==> config.mk <==
export PLATFORM = sky130hd
export DESIGN_NAME = temporal_pixel_denoise_filter_unit_flat
export DESIGN_NICKNAME = d
export VERILOG_FILES = /design/src/hw/rtl/tpdf_pkg.sv /design/src/hw/rtl/tpdf_if.sv /design/src/hw/rtl/temporal_pixel_denoise_filter_unit.sv /design/src/flat_wrapper.sv
export SDC_FILE = /design/constraint.sdc
export NUM_CORES = 1
export LEC_CHECK = 0
export ABC_AREA = 1
export ABC_CLOCK_PERIOD_IN_PS = 7500
export BUFFER_PORTS_ARGS = -buffer_cell sky130_fd_sc_hd__buf_2
export CAP_MARGIN = 20
export CORE_MARGIN = 3
export CORE_UTILIZATION = 50
export CTS_BUF_LIST = sky130_fd_sc_hd__clkbuf_8
export CTS_CLUSTER_SIZE = 20
export DETAILED_ROUTE_END_ITERATION = 8
export PLACE_DENSITY = 0.71
export SLEW_MARGIN = 25
export SYNTH_ARGS = -nofsm -noshare
export SYNTH_HDL_FRONTEND = slang
export SYNTH_SLANG_ARGS = --single-unit
==> constraint.sdc <==
create_clock -name clk_i -period 7.5 [get_ports clk_i]
set_input_delay 1.5 -clock clk_i [delete_from_list [all_inputs] [get_ports clk_i]]
set_output_delay 1.5 -clock clk_i [all_outputs]
set_load 0.01 [all_outputs]
==> src/hw/rtl/tpdf_pkg.sv <==
// Package for the temporal pixel denoise filter: payload types and filter constants.
// Used by the channel interfaces and the top level; depends on nothing.
package tpdf_pkg;

  // Pixel item as it enters the block.
  typedef struct packed {
    logic [7:0] averaged_pixel;
    logic [7:0] source_pixel;
    logic       last_in_block;
  } pix_in_t;

  // Result item as it leaves the block.
  typedef struct packed {
    logic [7:0]        filtered_pixel;
    logic signed [15:0] adjust_total;
    logic              block_done;
  } res_out_t;

  // Configuration register contents.
  typedef struct packed {
    logic strong_mode;
  } cfg_t;

  // Differences up to this limit pass the averaged pixel through.
  localparam logic [7:0] PassLimit       = 8'd3;
  localparam logic [7:0] PassLimitStrong = 8'd4;

  // Upper ends of the small and medium difference bands.
  localparam logic [7:0] SmallDiffMax = 8'd7;
  localparam logic [7:0] MidDiffMax   = 8'd15;

  // Step sizes toward the average for each band.
  localparam logic [3:0] StepSmall = 4'd3;
  localparam logic [3:0] StepMid   = 4'd4;
  localparam logic [3:0] StepLarge = 4'd6;

  localparam logic [8:0] PixelMax = 9'd255;

  // The block total saturates at six times the longest block.
  localparam int MaxBlockPixels = 4096;
  localparam int TotalLimit     = StepLarge * MaxBlockPixels;

endpackage

==> src/hw/rtl/tpdf_if.sv <==
// Valid/ready channel interfaces for the temporal pixel denoise filter.
// Depends on tpdf_pkg for the payload types.
interface tpdf_pix_if;
  logic              valid;
  logic              ready;
  tpdf_pkg::pix_in_t data;

  modport source (output valid, output data, input ready);
  modport sink   (input valid, input data, output ready);
endinterface

interface tpdf_res_if;
  logic               valid;
  logic               ready;
  tpdf_pkg::res_out_t data;

  modport source (output valid, output data, input ready);
  modport sink   (input valid, input data, output ready);
endinterface

interface tpdf_cfg_if;
  logic           valid;
  logic           ready;
  tpdf_pkg::cfg_t data;

  modport source (output valid, output data, input ready);
  modport sink   (input valid, input data, output ready);
endinterface

==> src/hw/rtl/temporal_pixel_denoise_filter_unit.sv <==
// Top level of the temporal pixel denoise filter: input register, per-pixel filter
// and block total, result register. Depends on tpdf_pkg and the interfaces in tpdf_if.sv.
//
// Usage:
// Pixels of a block arrive on pix_in_i, one per transfer, in raster order, each
// with its motion-compensated average, its source value and a last-of-block mark.
// Every pixel yields exactly one result on res_out_o: the filtered pixel, the
// block's running adjustment total including that pixel, and a done flag that
// copies the last mark. The total is cleared after the last pixel of a block.
// The strong_mode register is written through cfg_i, which is always ready; a
// write is meant to happen between blocks and applies to the next pixel filtered.
//
// Timing: an accepted pixel is held in the input register, filtered from it
// combinationally and moved into the result register that drives res_out_o. One
// pixel is accepted per cycle while res_out_o is ready; the rate is set by the
// single filter stage, whose only loop is the update of the block total.
//
// Stalls: when the receiver holds ready low the result register keeps its item,
// the input register fills and then pix_in_i ready drops; nothing is lost.
// Reset clears both valid flags, the block total and strong_mode.
module temporal_pixel_denoise_filter_unit (
  input logic        clk_i,
  input logic        rst_ni,
  tpdf_pix_if.sink   pix_in_i,
  tpdf_cfg_if.sink   cfg_i,
  tpdf_res_if.source res_out_o
);

  // Input register stage.
  logic              s1_valid_q;
  tpdf_pkg::pix_in_t s1_q;

  // Result register stage.
  logic               out_valid_q;
  tpdf_pkg::res_out_t out_q;
  tpdf_pkg::res_out_t res_d;

  logic signed [15:0] total_q;
  logic signed [15:0] total_d;
  logic               strong_q;

  logic out_adv;
  logic s1_adv;
  logic in_ready;

  // Filter datapath signals.
  logic signed [8:0]  diff;
  logic [7:0]         abs_diff;
  logic [7:0]         pass_lim;
  logic [3:0]         step;
  logic [8:0]         pix_up;
  logic [8:0]         pix_dn;
  logic [7:0]         pix;
  logic signed [4:0]  change;
  logic signed [16:0] sum;
  logic signed [16:0] lim_pos;
  logic signed [16:0] lim_neg;

  // The result register takes a new item when it is empty or being drained.
  assign out_adv  = !out_valid_q || res_out_o.ready;
  assign s1_adv   = s1_valid_q && out_adv;
  assign in_ready = !s1_valid_q || out_adv;

  assign pix_in_i.ready  = in_ready;
  assign cfg_i.ready     = 1'b1;
  assign res_out_o.valid = out_valid_q;
  assign res_out_o.data  = out_q;

  assign lim_pos = 17'(tpdf_pkg::TotalLimit);
  assign lim_neg = -lim_pos;

  // Per-pixel filter: pass the average through for small differences, otherwise
  // step the source toward the average by an amount picked from the difference band.
  always_comb begin
    diff     = $signed({1'b0, s1_q.averaged_pixel}) - $signed({1'b0, s1_q.source_pixel});
    abs_diff = diff[8] ? 8'(-diff) : diff[7:0];
    pass_lim = strong_q ? tpdf_pkg::PassLimitStrong : tpdf_pkg::PassLimit;

    if (abs_diff <= tpdf_pkg::SmallDiffMax) begin
      step = tpdf_pkg::StepSmall;
    end else if (abs_diff <= tpdf_pkg::MidDiffMax) begin
      step = tpdf_pkg::StepMid;
    end else begin
      step = tpdf_pkg::StepLarge;
    end

    pix_up = {1'b0, s1_q.source_pixel} + {5'd0, step};
    pix_dn = {1'b0, s1_q.source_pixel} - {5'd0, step};

    if (abs_diff <= pass_lim) begin
      pix    = s1_q.averaged_pixel;
      change = 5'(diff);
    end else if (!diff[8]) begin
      pix    = (pix_up > tpdf_pkg::PixelMax) ? tpdf_pkg::PixelMax[7:0] : pix_up[7:0];
      change = $signed({1'b0, step});
    end else begin
      // A borrow out of the subtraction means the result went below zero.
      pix    = pix_dn[8] ? 8'd0 : pix_dn[7:0];
      change = -$signed({1'b0, step});
    end

    // Add to the block total and saturate at the total limit.
    sum = 17'(total_q) + 17'(change);
    if (sum > lim_pos) begin
      total_d = 16'(lim_pos);
    end else if (sum < lim_neg) begin
      total_d = 16'(lim_neg);
    end else begin
      total_d = sum[15:0];
    end

    res_d.filtered_pixel = pix;
    res_d.adjust_total   = total_d;
    res_d.block_done     = s1_q.last_in_block;
  end

  always_ff @(posedge clk_i or negedge rst_ni) begin
    if (!rst_ni) begin
      s1_valid_q  <= 1'b0;
      out_valid_q <= 1'b0;
      total_q     <= '0;
      strong_q    <= 1'b0;
    end else begin
      if (in_ready) begin
        s1_valid_q <= pix_in_i.valid;
      end
      if (out_adv) begin
        out_valid_q <= s1_valid_q;
      end
      if (s1_adv) begin
        total_q <= s1_q.last_in_block ? '0 : total_d;
      end
      if (cfg_i.valid && cfg_i.ready) begin
        strong_q <= cfg_i.data.strong_mode;
      end
    end
  end

  // Payload registers carry no reset.
  always_ff @(posedge clk_i) begin
    if (pix_in_i.valid && in_ready) begin
      s1_q <= pix_in_i.data;
    end
    if (s1_adv) begin
      out_q <= res_d;
    end
  end

  // The block total never leaves its saturation range.
  assert property (@(posedge clk_i) disable iff (!rst_ni)
    (17'(total_q) <= lim_pos) && (17'(total_q) >= lim_neg))
    else $error("block total outside saturation range");

  // The total starts from zero after the last pixel of a block.
  assert property (@(posedge clk_i) disable iff (!rst_ni)
    s1_adv && s1_q.last_in_block |=> total_q == '0)
    else $error("block total not cleared after last pixel");

  // Within a block the total moves by at most the largest step per pixel.
  assert property (@(posedge clk_i) disable iff (!rst_ni)
    s1_adv && !s1_q.last_in_block |=>
      ((17'(total_q) - 17'($past(total_q))) <= 17'sd6) &&
      ((17'(total_q) - 17'($past(total_q))) >= -17'sd6))
    else $error("block total changed by more than one step");

  // The total changes only when a pixel moves into the result register.
  assert property (@(posedge clk_i) disable iff (!rst_ni)
    !s1_adv |=> $stable(total_q))
    else $error("block total changed without a filtered pixel");

endmodule
==> src/flat_wrapper.sv <==
// flat-port wrapper written by rule: the top's interface ports become plain ports
module temporal_pixel_denoise_filter_unit_flat 
  (clk_i, rst_ni, pix_in_i_valid, pix_in_i_data, pix_in_i_ready, cfg_i_valid, cfg_i_data, cfg_i_ready, res_out_o_valid, res_out_o_data, res_out_o_ready);
  tpdf_pix_if pix_in_i_i ();
  tpdf_cfg_if cfg_i_i ();
  tpdf_res_if res_out_o_i ();
  input logic clk_i;
  input logic rst_ni;
  input wire logic [$bits(pix_in_i_i.valid)-1:0] pix_in_i_valid;
  input wire logic [$bits(pix_in_i_i.data)-1:0] pix_in_i_data;
  output wire logic [$bits(pix_in_i_i.ready)-1:0] pix_in_i_ready;
  input wire logic [$bits(cfg_i_i.valid)-1:0] cfg_i_valid;
  input wire logic [$bits(cfg_i_i.data)-1:0] cfg_i_data;
  output wire logic [$bits(cfg_i_i.ready)-1:0] cfg_i_ready;
  output wire logic [$bits(res_out_o_i.valid)-1:0] res_out_o_valid;
  output wire logic [$bits(res_out_o_i.data)-1:0] res_out_o_data;
  input wire logic [$bits(res_out_o_i.ready)-1:0] res_out_o_ready;
  assign pix_in_i_i.valid = pix_in_i_valid;
  assign pix_in_i_i.data = pix_in_i_data;
  assign pix_in_i_ready = pix_in_i_i.ready;
  assign cfg_i_i.valid = cfg_i_valid;
  assign cfg_i_i.data = cfg_i_data;
  assign cfg_i_ready = cfg_i_i.ready;
  assign res_out_o_valid = res_out_o_i.valid;
  assign res_out_o_data = res_out_o_i.data;
  assign res_out_o_i.ready = res_out_o_ready;
  temporal_pixel_denoise_filter_unit u_core (.clk_i(clk_i), .rst_ni(rst_ni), .pix_in_i(pix_in_i_i), .cfg_i(cfg_i_i), .res_out_o(res_out_o_i));
endmodule
==> run metrics, run 1 <==
number of global-route vias before repair=3627; Mean Syn Cell Area=7.83 µm²; critical path type=reg2reg; Seq/Total Area, Yosys=38.7%; CP max stage cell=edfxtp_1; WP data arrival=6.30 ns; post-route antenna net violation count=0; Initial DRC Count=210; WL met3=645 µm; Slew HR=29.0%; Top FF cell, synth=edfxtp_1; Peak VDD IR=0.000246 V; vias per cell=5.22; Metal-1 WL=5.19 mm; final worst path period share=82.8%; maximum level of the CTS H-tree=3; Root Buffer=clkbuf_8; Worst-path clk slew=0.08 ns; initial antenna violation count=0; syn nets=634; endpoints failing setup=0; Max stage delay on crit path=0.44 ns; Starting Density=53.0%; largest net degree at the start of global routing=26; total track usage=21.6%; Warnings, synthesis=0; FF+latch count, synth=61; reported max-cap violation count=0; detailed route wirelength on metal2=4.46 mm; Final Max Tran Viols=0; core area=8460 µm²; die area=10200 µm²; ANT cells=0; Hold-fix buffers, CTS=0; actual slew at the worst max-slew pin=1.06 ns; CTS buffer count=9; status=completed; CP delay by family, top=simple AND/OR/NAND/NOR gates; final std cells w/o fill=734; Final nets=685; dpl ws=1.42 ns; Crit Reg-Reg Startpoint=u_core.s1_q[1]; drt first pass iters=5; HPWL Detailed=8.03 mm; Worst Hold Path Cells=0; max layer used=met4; Static Leak=2.63 nW; final hold slack=0.487 ns; RSZ-0062 raised after global routing=false; Placed Cells=718; Layout Skew=0.00998 ns; PnR worst setup slack=1.29 ns; post-CTS resize count=0; first-pass GRT wire length=17.2 mm; ys async rst share=31.1%; vias=3832; Setup crit start=u_core.s1_q[1]; worst min-delay path class=reg2reg; Syn Inst Count=573; area delta synth->final=11.4%; Req. time, crit path=7.58 ns; I/O Pins=51; Min-Delay Startpoint=u_core.res_d[0]; Unique masters post-synth=42; Clock Sinks=61; Setup Buffers After CTS=0; Worst Reg2Reg Path Length in Cells=34; setup_tns=0 ns; worst-skew pair later-pin latency=0.34 ns; CP max FO=16; pwr dens=350 nW/µm²; final hold vios=0; Max Clock Freq=161 MHz; Startpoint Class=register; WL final=10.4 mm; Pwr Total=1.75 mW; die height=101 µm; Clock Path Buffers=2; gr ovfl total=0; post-synthesis cell area=4490 µm²; WL/cell=14.2 µm; # DRC=0; GPL Wtd Cong=0.929; Port-buffer cells=49; Setup crit end kind=register; CTS tree=yes; row count=33; Post-synth EDFFs=42; Buf/Inv on CP=5; ratio of cells with drive above 1 in the final layout=14.6%; Worst path most repeated cell=nand2_1; Die Wd=101 µm; min cycle time layout=6.21 ns; WP depth=34
==> Yosys cell counts (3+ instances only) <==
cell type    n  area (µm²)
nand2_1    174         653
inv_1       74         278
nor2_1      51         191
nand3_1     50         250
edfxtp_1    42        1260
ha_1        34         425
a21oi_1     25         125
dfrtp_1     19         475
xor2_1      13         114
o21ai_0     12        60.1
o21ai_1      9        45.0
nand2_2      6        37.5
xnor2_1      5        43.8
buf_2        4        20.0
fa_1         4        80.1
nand2_4      4        45.0
nand4_1      4        25.0
nor3_1       4        20.0
a21oi_2      3        26.3
inv_2        3        11.3
nand3_4      3        52.6
nand3b_1     3        22.5
==> report_power, final <==
group	internal, mW	switching [mW]	leakage, nW
Clock	0.152	0.144	0.0980
Sequential	0.494	0.0387	0.658
Combinational	0.306	0.615	1.88
Total	0.952	0.797	2.63
==> worst paths after layout <==
path / slack (ns) / end
max in group asynchronous: 6.09 / u_core.total_q[10]
min in group asynchronous: 1.09 / u_core.total_q[15]
worst max-delay path: 1.29 / u_core.res_out_o.data[3]
worst min-delay path: 0.49 / u_core.res_out_o.data[0]
worst min register to register: 0.49 / u_core.res_out_o.data[0]
worst max register to register: 1.29 / u_core.res_out_o.data[3]
==> worst reg2reg max path, delay by kind of cell (launching register included) <==
family	cells	cell delay (ns)
xor gates and xnor gates	2	0.37
and+or+nand+nor	20	2.88
AOI/OAI and AO/OA	3	0.43
DFF	1	0.44
buffers and inverters	5	0.52
adders and majority gates	4	1.30
==> registers in the layout, summed over array words and instances, names as in the netlist <==
register / count
u_core.s1_valid_q: 1
u_core.total_q: 16
u_core.strong_q: 1
u_core.res_out_o.data: 25
u_core.s1_q: 16
u_core.res_d: 1
u_core.res_out_o.valid: 1
==> per-stage QoR <==
step                util, %  instance area [µm²]
floorplan                 -                 4490
global placement       56.8                 4810
detailed placement     56.8                 4810
CTS                    59.1                 5000
global route           59.1                 5000
finish                 59.1                 5000
==> final cells by class <==
type	instances	area, µm²
clock buffers	9	124
clock inverters	7	67.6
fillers	749	3460
inverters	78	295
multi-input cells	424	2390
flip-flops and latches	61	1740
well taps	105	131
repair buffers	50	253
==> metal layers <==
layer | vias up | GRT usage, %
li1 | 1966 | -
met1 | 1737 | 32.0
met2 | 118 | 31.5
met3 | 11 | 5.12
met4 | 0 | 6.32
met5 | - | 0
==> layout by cell type, fill, tap and decap left out, types with 3 or more instances in the layout <==
cell	synthesis	layout
xnor2_1	5	5
o21ai_0	12	12
edfxtp_1	42	42
nand2_4	4	4
a21oi_1	25	25
nand3b_1	3	3
o21ai_1	9	9
nand4_1	4	4
clkbuf_8	0	9
buf_2	4	49
ha_1	34	34
nor3_1	4	4
xor2_1	13	13
inv_2	3	4
inv_1	74	74
nand3_4	3	3
nand2_2	6	6
nand2_1	174	174
fa_1	4	4
nand3_1	50	50
dfrtp_1	19	19
nor2_1	51	51
a21oi_2	3	3
==> cells by family after synthesis <==
logic type	after synthesis	synth area share (%)
and+or+nand+nor	305	30.3
AOI/OAI and AO/OA	61	7.75
xor gates and xnor gates	19	3.87
adders and majority gates	38	11.3
other	1	0.0835
buffers and inverters	88	8.03
DFF	61	38.7
No activity file was read; power rests on OpenSTA's default activity.
==> run 2, diff against run 1 <==
--- a/config.mk
+++ b/config.mk
@@ -6,7 +6,7 @@
 export NUM_CORES = 1
 export LEC_CHECK = 0
 export ABC_AREA = 1
-export ABC_CLOCK_PERIOD_IN_PS = 7500
+export ABC_CLOCK_PERIOD_IN_PS = 6350
 export BUFFER_PORTS_ARGS = -buffer_cell sky130_fd_sc_hd__buf_2
 export CAP_MARGIN = 20
 export CORE_MARGIN = 3
==> constraint.sdc (replaced) <==
create_clock -name clk_i -period 6.35 [get_ports clk_i]
set_input_delay 1.27 -clock clk_i [delete_from_list [all_inputs] [get_ports clk_i]]
set_output_delay 1.27 -clock clk_i [all_outputs]
set_load 0.01 [all_outputs]
==> run 2 against run 1 <==
Against the previous run:
- utilization rose by 0.52 points
- clock power rose by 18%
- first-iteration DRC count rose by 34%
- routed wire length rose by 2.8%
- sequential power rose by 18%
- sequential share of layout area fell by 0.30 points
- critical path type unchanged
- clock-buffer cell count did not move
- fmax rose by 7.0%
- via count rose by 3.0%
==> run metrics, run 2 (synthesis gave the netlist of run 1 again) <==
Clock Sinks=61 (unchanged); Die Wd=101 µm (unchanged); final std cells w/o fill=736 (was 734); CP max stage cell=edfxtp_1 (unchanged); number of global-route vias before repair=3691 (was 3627); min cycle time layout=5.81 ns (was 6.21 ns); Slew HR=54.5% (was 29.0%); initial antenna violation count=0 (unchanged); WP data arrival=6.01 ns (was 6.30 ns); die height=101 µm (unchanged); Clock Path Buffers=2 (unchanged); Worst-path clk slew=0.08 ns (about the same); actual slew at the worst max-slew pin=0.681 ns (was 1.06 ns); Req. time, crit path=6.55 ns (was 7.58 ns); row count=33 (unchanged); Worst path most repeated cell=nand2_1 (unchanged); Setup crit end kind=register (unchanged); final core occ=59.6% (was 59.1%); reported max-cap violation count=0 (unchanged); post-route antenna net violation count=0 (unchanged); critical path type=reg2reg (unchanged); WL/cell=14.5 µm (was 14.2 µm); Final Max Tran Viols=0 (unchanged); die area=10200 µm² (unchanged); Port-buffer cells=49 (unchanged); final hold vios=0 (unchanged); Setup Buffers After CTS=0 (unchanged); Startpoint Class=register (unchanged); fin area=5040 µm² (was 5000 µm²); GPL Wtd Cong=0.934 (was 0.929); Pwr Total=2.12 mW (was 1.75 mW); Max stage delay on crit path=0.42 ns (was 0.44 ns); vias=3946 (was 3832); # DRC=0 (unchanged); CP max FO=16 (unchanged); most frequent cells in the layout=nand2_1 (173), inv_1 (74), nor2_1 (51) (was nand2_1 (174), inv_1 (74), nor2_1 (51)); leading cell type in the layout, fill and taps excluded=nand2_1 (unchanged); pwr dens=421 nW/µm² (was 350 nW/µm²); ANT cells=0 (unchanged); endpoints failing setup=0 (unchanged); final worst path period share=91.4% (was 82.8%); ratio of cells with drive above 1 in the final layout=15.4% (was 14.6%); vias per cell=5.36 (was 5.22); CTS buffer count=9 (unchanged); Static Leak=2.65 nW (was 2.63 nW); Layout Skew=0.0116 ns (was 0.00998 ns); largest net degree at the start of global routing=26 (unchanged); drt first pass iters=6 (was 5); status=completed (unchanged); Final nets=687 (was 685); worst-skew pair later-pin latency=0.35 ns (was 0.34 ns); first-pass GRT wire length=17.4 mm (was 17.2 mm); HPWL Detailed=8.18 mm (was 8.03 mm); I/O Pins=51 (unchanged); Peak VDD IR=0.000248 V (was 0.000246 V); core area=8460 µm² (unchanged); total track usage=21.7% (was 21.6%); area delta synth->final=12.3% (was 11.4%); Placed Cells=720 (was 718); Initial DRC Count=281 (was 210); WL final=10.7 mm (was 10.4 mm); Root Buffer=clkbuf_8 (unchanged); CTS tree=yes (unchanged); gr ovfl total=0 (unchanged); Max Clock Freq=172 MHz (was 161 MHz); Starting Density=53.0% (unchanged); final hold slack=0.454 ns (was 0.487 ns); max reg flops=25 (unchanged); maximum level of the CTS H-tree=3 (unchanged); worst min-delay path class=reg2reg (unchanged); Post-DP Area=4820 µm² (was 4810 µm²)
run 2: final cells by class:
type,instances,area [µm²]
multi-input cells,424,2420
clock inverters,7,66.3
repair buffers,52,268
well taps,105,131
inverters,78,295
flip-flops and latches,61,1740
fillers,764,3420
clock buffers,9,124
run 2: path summary, 6_finish.rpt:
check	start	end	slack [ns]	depth (start not counted)
worst max-delay path	u_core.s1_q[1]	u_core.res_out_o.data[6]	0.54	37
worst min-delay path	u_core.res_d[0]	u_core.res_out_o.data[0]	0.45	0
worst max register to register	u_core.s1_q[1]	u_core.res_out_o.data[6]	0.54	37
worst min register to register	u_core.res_d[0]	u_core.res_out_o.data[0]	0.45	0
max in group asynchronous	rst_ni	u_core.s1_valid_q	5.17	1
min in group asynchronous	rst_ni	u_core.total_q[13]	0.85	1
run 2: critical path: cells and delay by family, from the launching register on:
family / cells / cell delay, ns
fa+ha+maj: 4 / 1.29
compound gates: 2 / 0.16
flops: 1 / 0.42
simple gates: 23 / 2.78
buf+inv: 6 / 0.56
xor+xnor: 2 / 0.39
run 2: what timing repair did:
item / in CTS / in global routing
setup endpoints to repair: 0 / 28
resized for setup: 0 / 8
hold buffers: 0 / 0
run 2: per-stage QoR:
| stage | TNS [ns] | worst slack [ns] |
|---|---|---|
| floorplan | 0 | 0.741 |
| global placement | 0 | 0.303 |
| detailed placement | 0 | 0.211 |
| CTS | 0 | 0.154 |
| global route | -0.0100 | -0.00823 |
| finish | 0 | 0.543 |
run 2: metal layers:
metal  up-vias  GRT usage (%)  wire (µm)
li1       1962              -          -
met1      1839           32.9       5220
met2       129           31.7       4620
met3        16           4.01        707
met4         0           6.01        155
met5         -              0          0
run 2: where the power goes:
part / leakage, nW / switching, mW / total (mW) / internal (mW)
Combinational: 1.90 / 0.759 / 1.14 / 0.383
Clock: 0.0945 / 0.170 / 0.349 / 0.179
Sequential: 0.658 / 0.0461 / 0.629 / 0.583
==> run 3, diff against run 2 <==
--- a/config.mk
+++ b/config.mk
@@ -9,6 +9,7 @@
 export ABC_CLOCK_PERIOD_IN_PS = 6350
 export BUFFER_PORTS_ARGS = -buffer_cell sky130_fd_sc_hd__buf_2
 export CAP_MARGIN = 20
+export CORE_ASPECT_RATIO = 1.2
 export CORE_MARGIN = 3
 export CORE_UTILIZATION = 50
 export CTS_BUF_LIST = sky130_fd_sc_hd__clkbuf_8
==> run 3 against run 2 <==
Against the previous run:
- die area about the same
- fmax decreased by 0.15%
- critical path depth decreased by 4
- combinational power about the same
- clock power increased by 11%
- total power increased by 3.1%
- cell area increased by 1.6%
- critical endpoint is now u_core.res_out_o.data[2]
==> run metrics, run 3 (synthesis gave the netlist of run 1 again) <==
final core occ=59.2% (was 59.6%); final hold slack=0.496 ns (was 0.454 ns); Root Buffer=clkbuf_8 (unchanged); Setup crit end kind=register (unchanged); worst-skew pair later-pin latency=0.35 ns (about the same); CP max stage cell=edfxtp_1 (unchanged); # DRC=0 (unchanged); Layout Skew=0.00926 ns (was 0.0116 ns); Die Wd=92.5 µm (was 101 µm); vias=3993 (was 3946); GPL Wtd Cong=0.942 (was 0.934); Worst-path clk slew=0.08 ns (about the same); Max stage delay on crit path=0.42 ns (about the same); CTS tree=yes (unchanged); ratio of cells with drive above 1 in the final layout=16.2% (was 15.4%); die area=10200 µm² (about the same); Startpoint Class=register (unchanged); CP max FO=16 (unchanged); maximum level of the CTS H-tree=3 (unchanged); final hold vios=0 (unchanged); Final Max Tran Viols=0 (unchanged); number of global-route vias before repair=3937 (was 3691); vias per cell=5.30 (was 5.36); number of fillers in the final layout=809 (was 764); drt first pass iters=5 (was 6); CP delay by family, top=simple AND/OR/NAND/NOR gates (unchanged); post-route antenna net violation count=0 (unchanged); Peak VDD IR=0.000354 V (was 0.000248 V); ANT cells=0 (unchanged); core area=8660 µm² (was 8460 µm²); endpoints failing setup=0 (unchanged); Clock Path Buffers=2 (unchanged); worst min-delay path class=reg2reg (unchanged); final worst path period share=91.6% (was 91.4%); total track usage=22.7% (was 21.7%); max reg flops=25 (unchanged); HPWL Detailed=8.43 mm (was 8.18 mm); status=completed (unchanged); Placed Cells=732 (was 720); die height=110 µm (was 101 µm); Slew HR=32.3% (was 54.5%); pwr dens=427 nW/µm² (was 421 nW/µm²); Port-buffer cells=49 (unchanged); WL final=11.0 mm (was 10.7 mm); leading cell type in the layout, fill and taps excluded=nand2_1 (unchanged); Req. time, crit path=6.55 ns (about the same); I/O Pins=51 (unchanged); critical path type=reg2reg (unchanged); gr ovfl total=0 (unchanged); WL/cell=14.6 µm (was 14.5 µm); Starting Density=51.9% (was 53.0%); fin area=5120 µm² (was 5040 µm²); Buf/Inv on CP=6 (unchanged); WP data arrival=6.02 ns (was 6.01 ns); Worst path most repeated cell=nand2_1 (unchanged); largest net degree at the start of global routing=26 (unchanged); Initial DRC Count=208 (was 281); area delta synth->final=14.1% (was 12.3%); first-pass GRT wire length=17.9 mm (was 17.4 mm); Static Leak=2.69 nW (was 2.65 nW); most frequent cells in the layout=nand2_1 (173), inv_1 (75), nand3_1 (50), nor2_1 (50), buf_2 (49) (was nand2_1 (173), inv_1 (74), nor2_1 (51)); Max Clock Freq=172 MHz (about the same); Clock Sinks=61 (unchanged); PnR worst setup slack=0.534 ns (was 0.543 ns); final std cells w/o fill=754 (was 736); actual slew at the worst max-slew pin=1.01 ns (was 0.681 ns); row count=37 (was 33); dpl ws=0.166 ns (was 0.211 ns); initial antenna violation count=0 (unchanged); Post-DP Area=4840 µm² (was 4820 µm²); reported max-cap violation count=0 (unchanged); min cycle time layout=5.82 ns (was 5.81 ns); CTS buffer count=9 (unchanged); Final nets=693 (was 687)
## run 3: routing by layer
metal  share of wire [%]  global-route usage, %
met5                   0                      0
met1                  39                   24.0
met3                 3.9                   4.52
met2                  54                   43.5
met4                 2.9                   9.55
## run 3: final timing paths
check                                startpoint                       end  slack (ns)  cells after the start
worst min-delay path            u_core.res_d[0]  u_core.res_out_o.data[0]        0.50                      0
min in group asynchronous                rst_ni        u_core.total_q[12]        0.86                      1
worst min register to register  u_core.res_d[0]  u_core.res_out_o.data[0]        0.50                      0
worst max register to register   u_core.s1_q[1]  u_core.res_out_o.data[2]        0.53                     33
worst max-delay path             u_core.s1_q[1]  u_core.res_out_o.data[2]        0.53                     33
max in group asynchronous                rst_ni        u_core.total_q[10]        5.15                      1
## run 3: area by class of cell
cell class	instances	area, µm²	share of cell area [%]
timing repair buffer	58	313	6.11
tap	117	146	2.86
sequential	61	1740	33.9
multi-input combinational	424	2420	47.2
inverter	78	295	5.76
clock buffer	9	124	2.42
clock inverter	7	91.3	1.78
## run 3: power by group
group          leakage, nW  switching (mW)  internal (mW)  total, mW
Sequential           0.658          0.0492          0.584      0.633
Combinational         1.92           0.781          0.385       1.17
Clock                0.114           0.168          0.220      0.388
## run 3: worst reg2reg max path, delay by kind of cell, from the launching register on
kind            cells  cell delay (ns)
compound gates      5             0.99
xor+xnor            2             0.37
fa+ha+maj           4             1.26
buf+inv             6             0.70
flops               1             0.42
simple gates       16             1.94
## run 3: timing repair
item	in CTS	in global routing
endpoints found under the setup margin	0	30
hold buffers	0	0
setup buffers	0	6
gates resized for setup	0	6
## run 3: per-stage QoR
| stage | TNS (ns) | power [mW] |
|---|---|---|
| 6_report | 0 | 2.19 |
| 5_1_grt | -0.0668 | 2.38 |
| 4_1_cts | 0 | 2.15 |
| 3_5_place_dp | 0 | 1.76 |
| 3_3_place_gp | 0 | 1.73 |
| 2_1_floorplan | 0 | 1.47 |
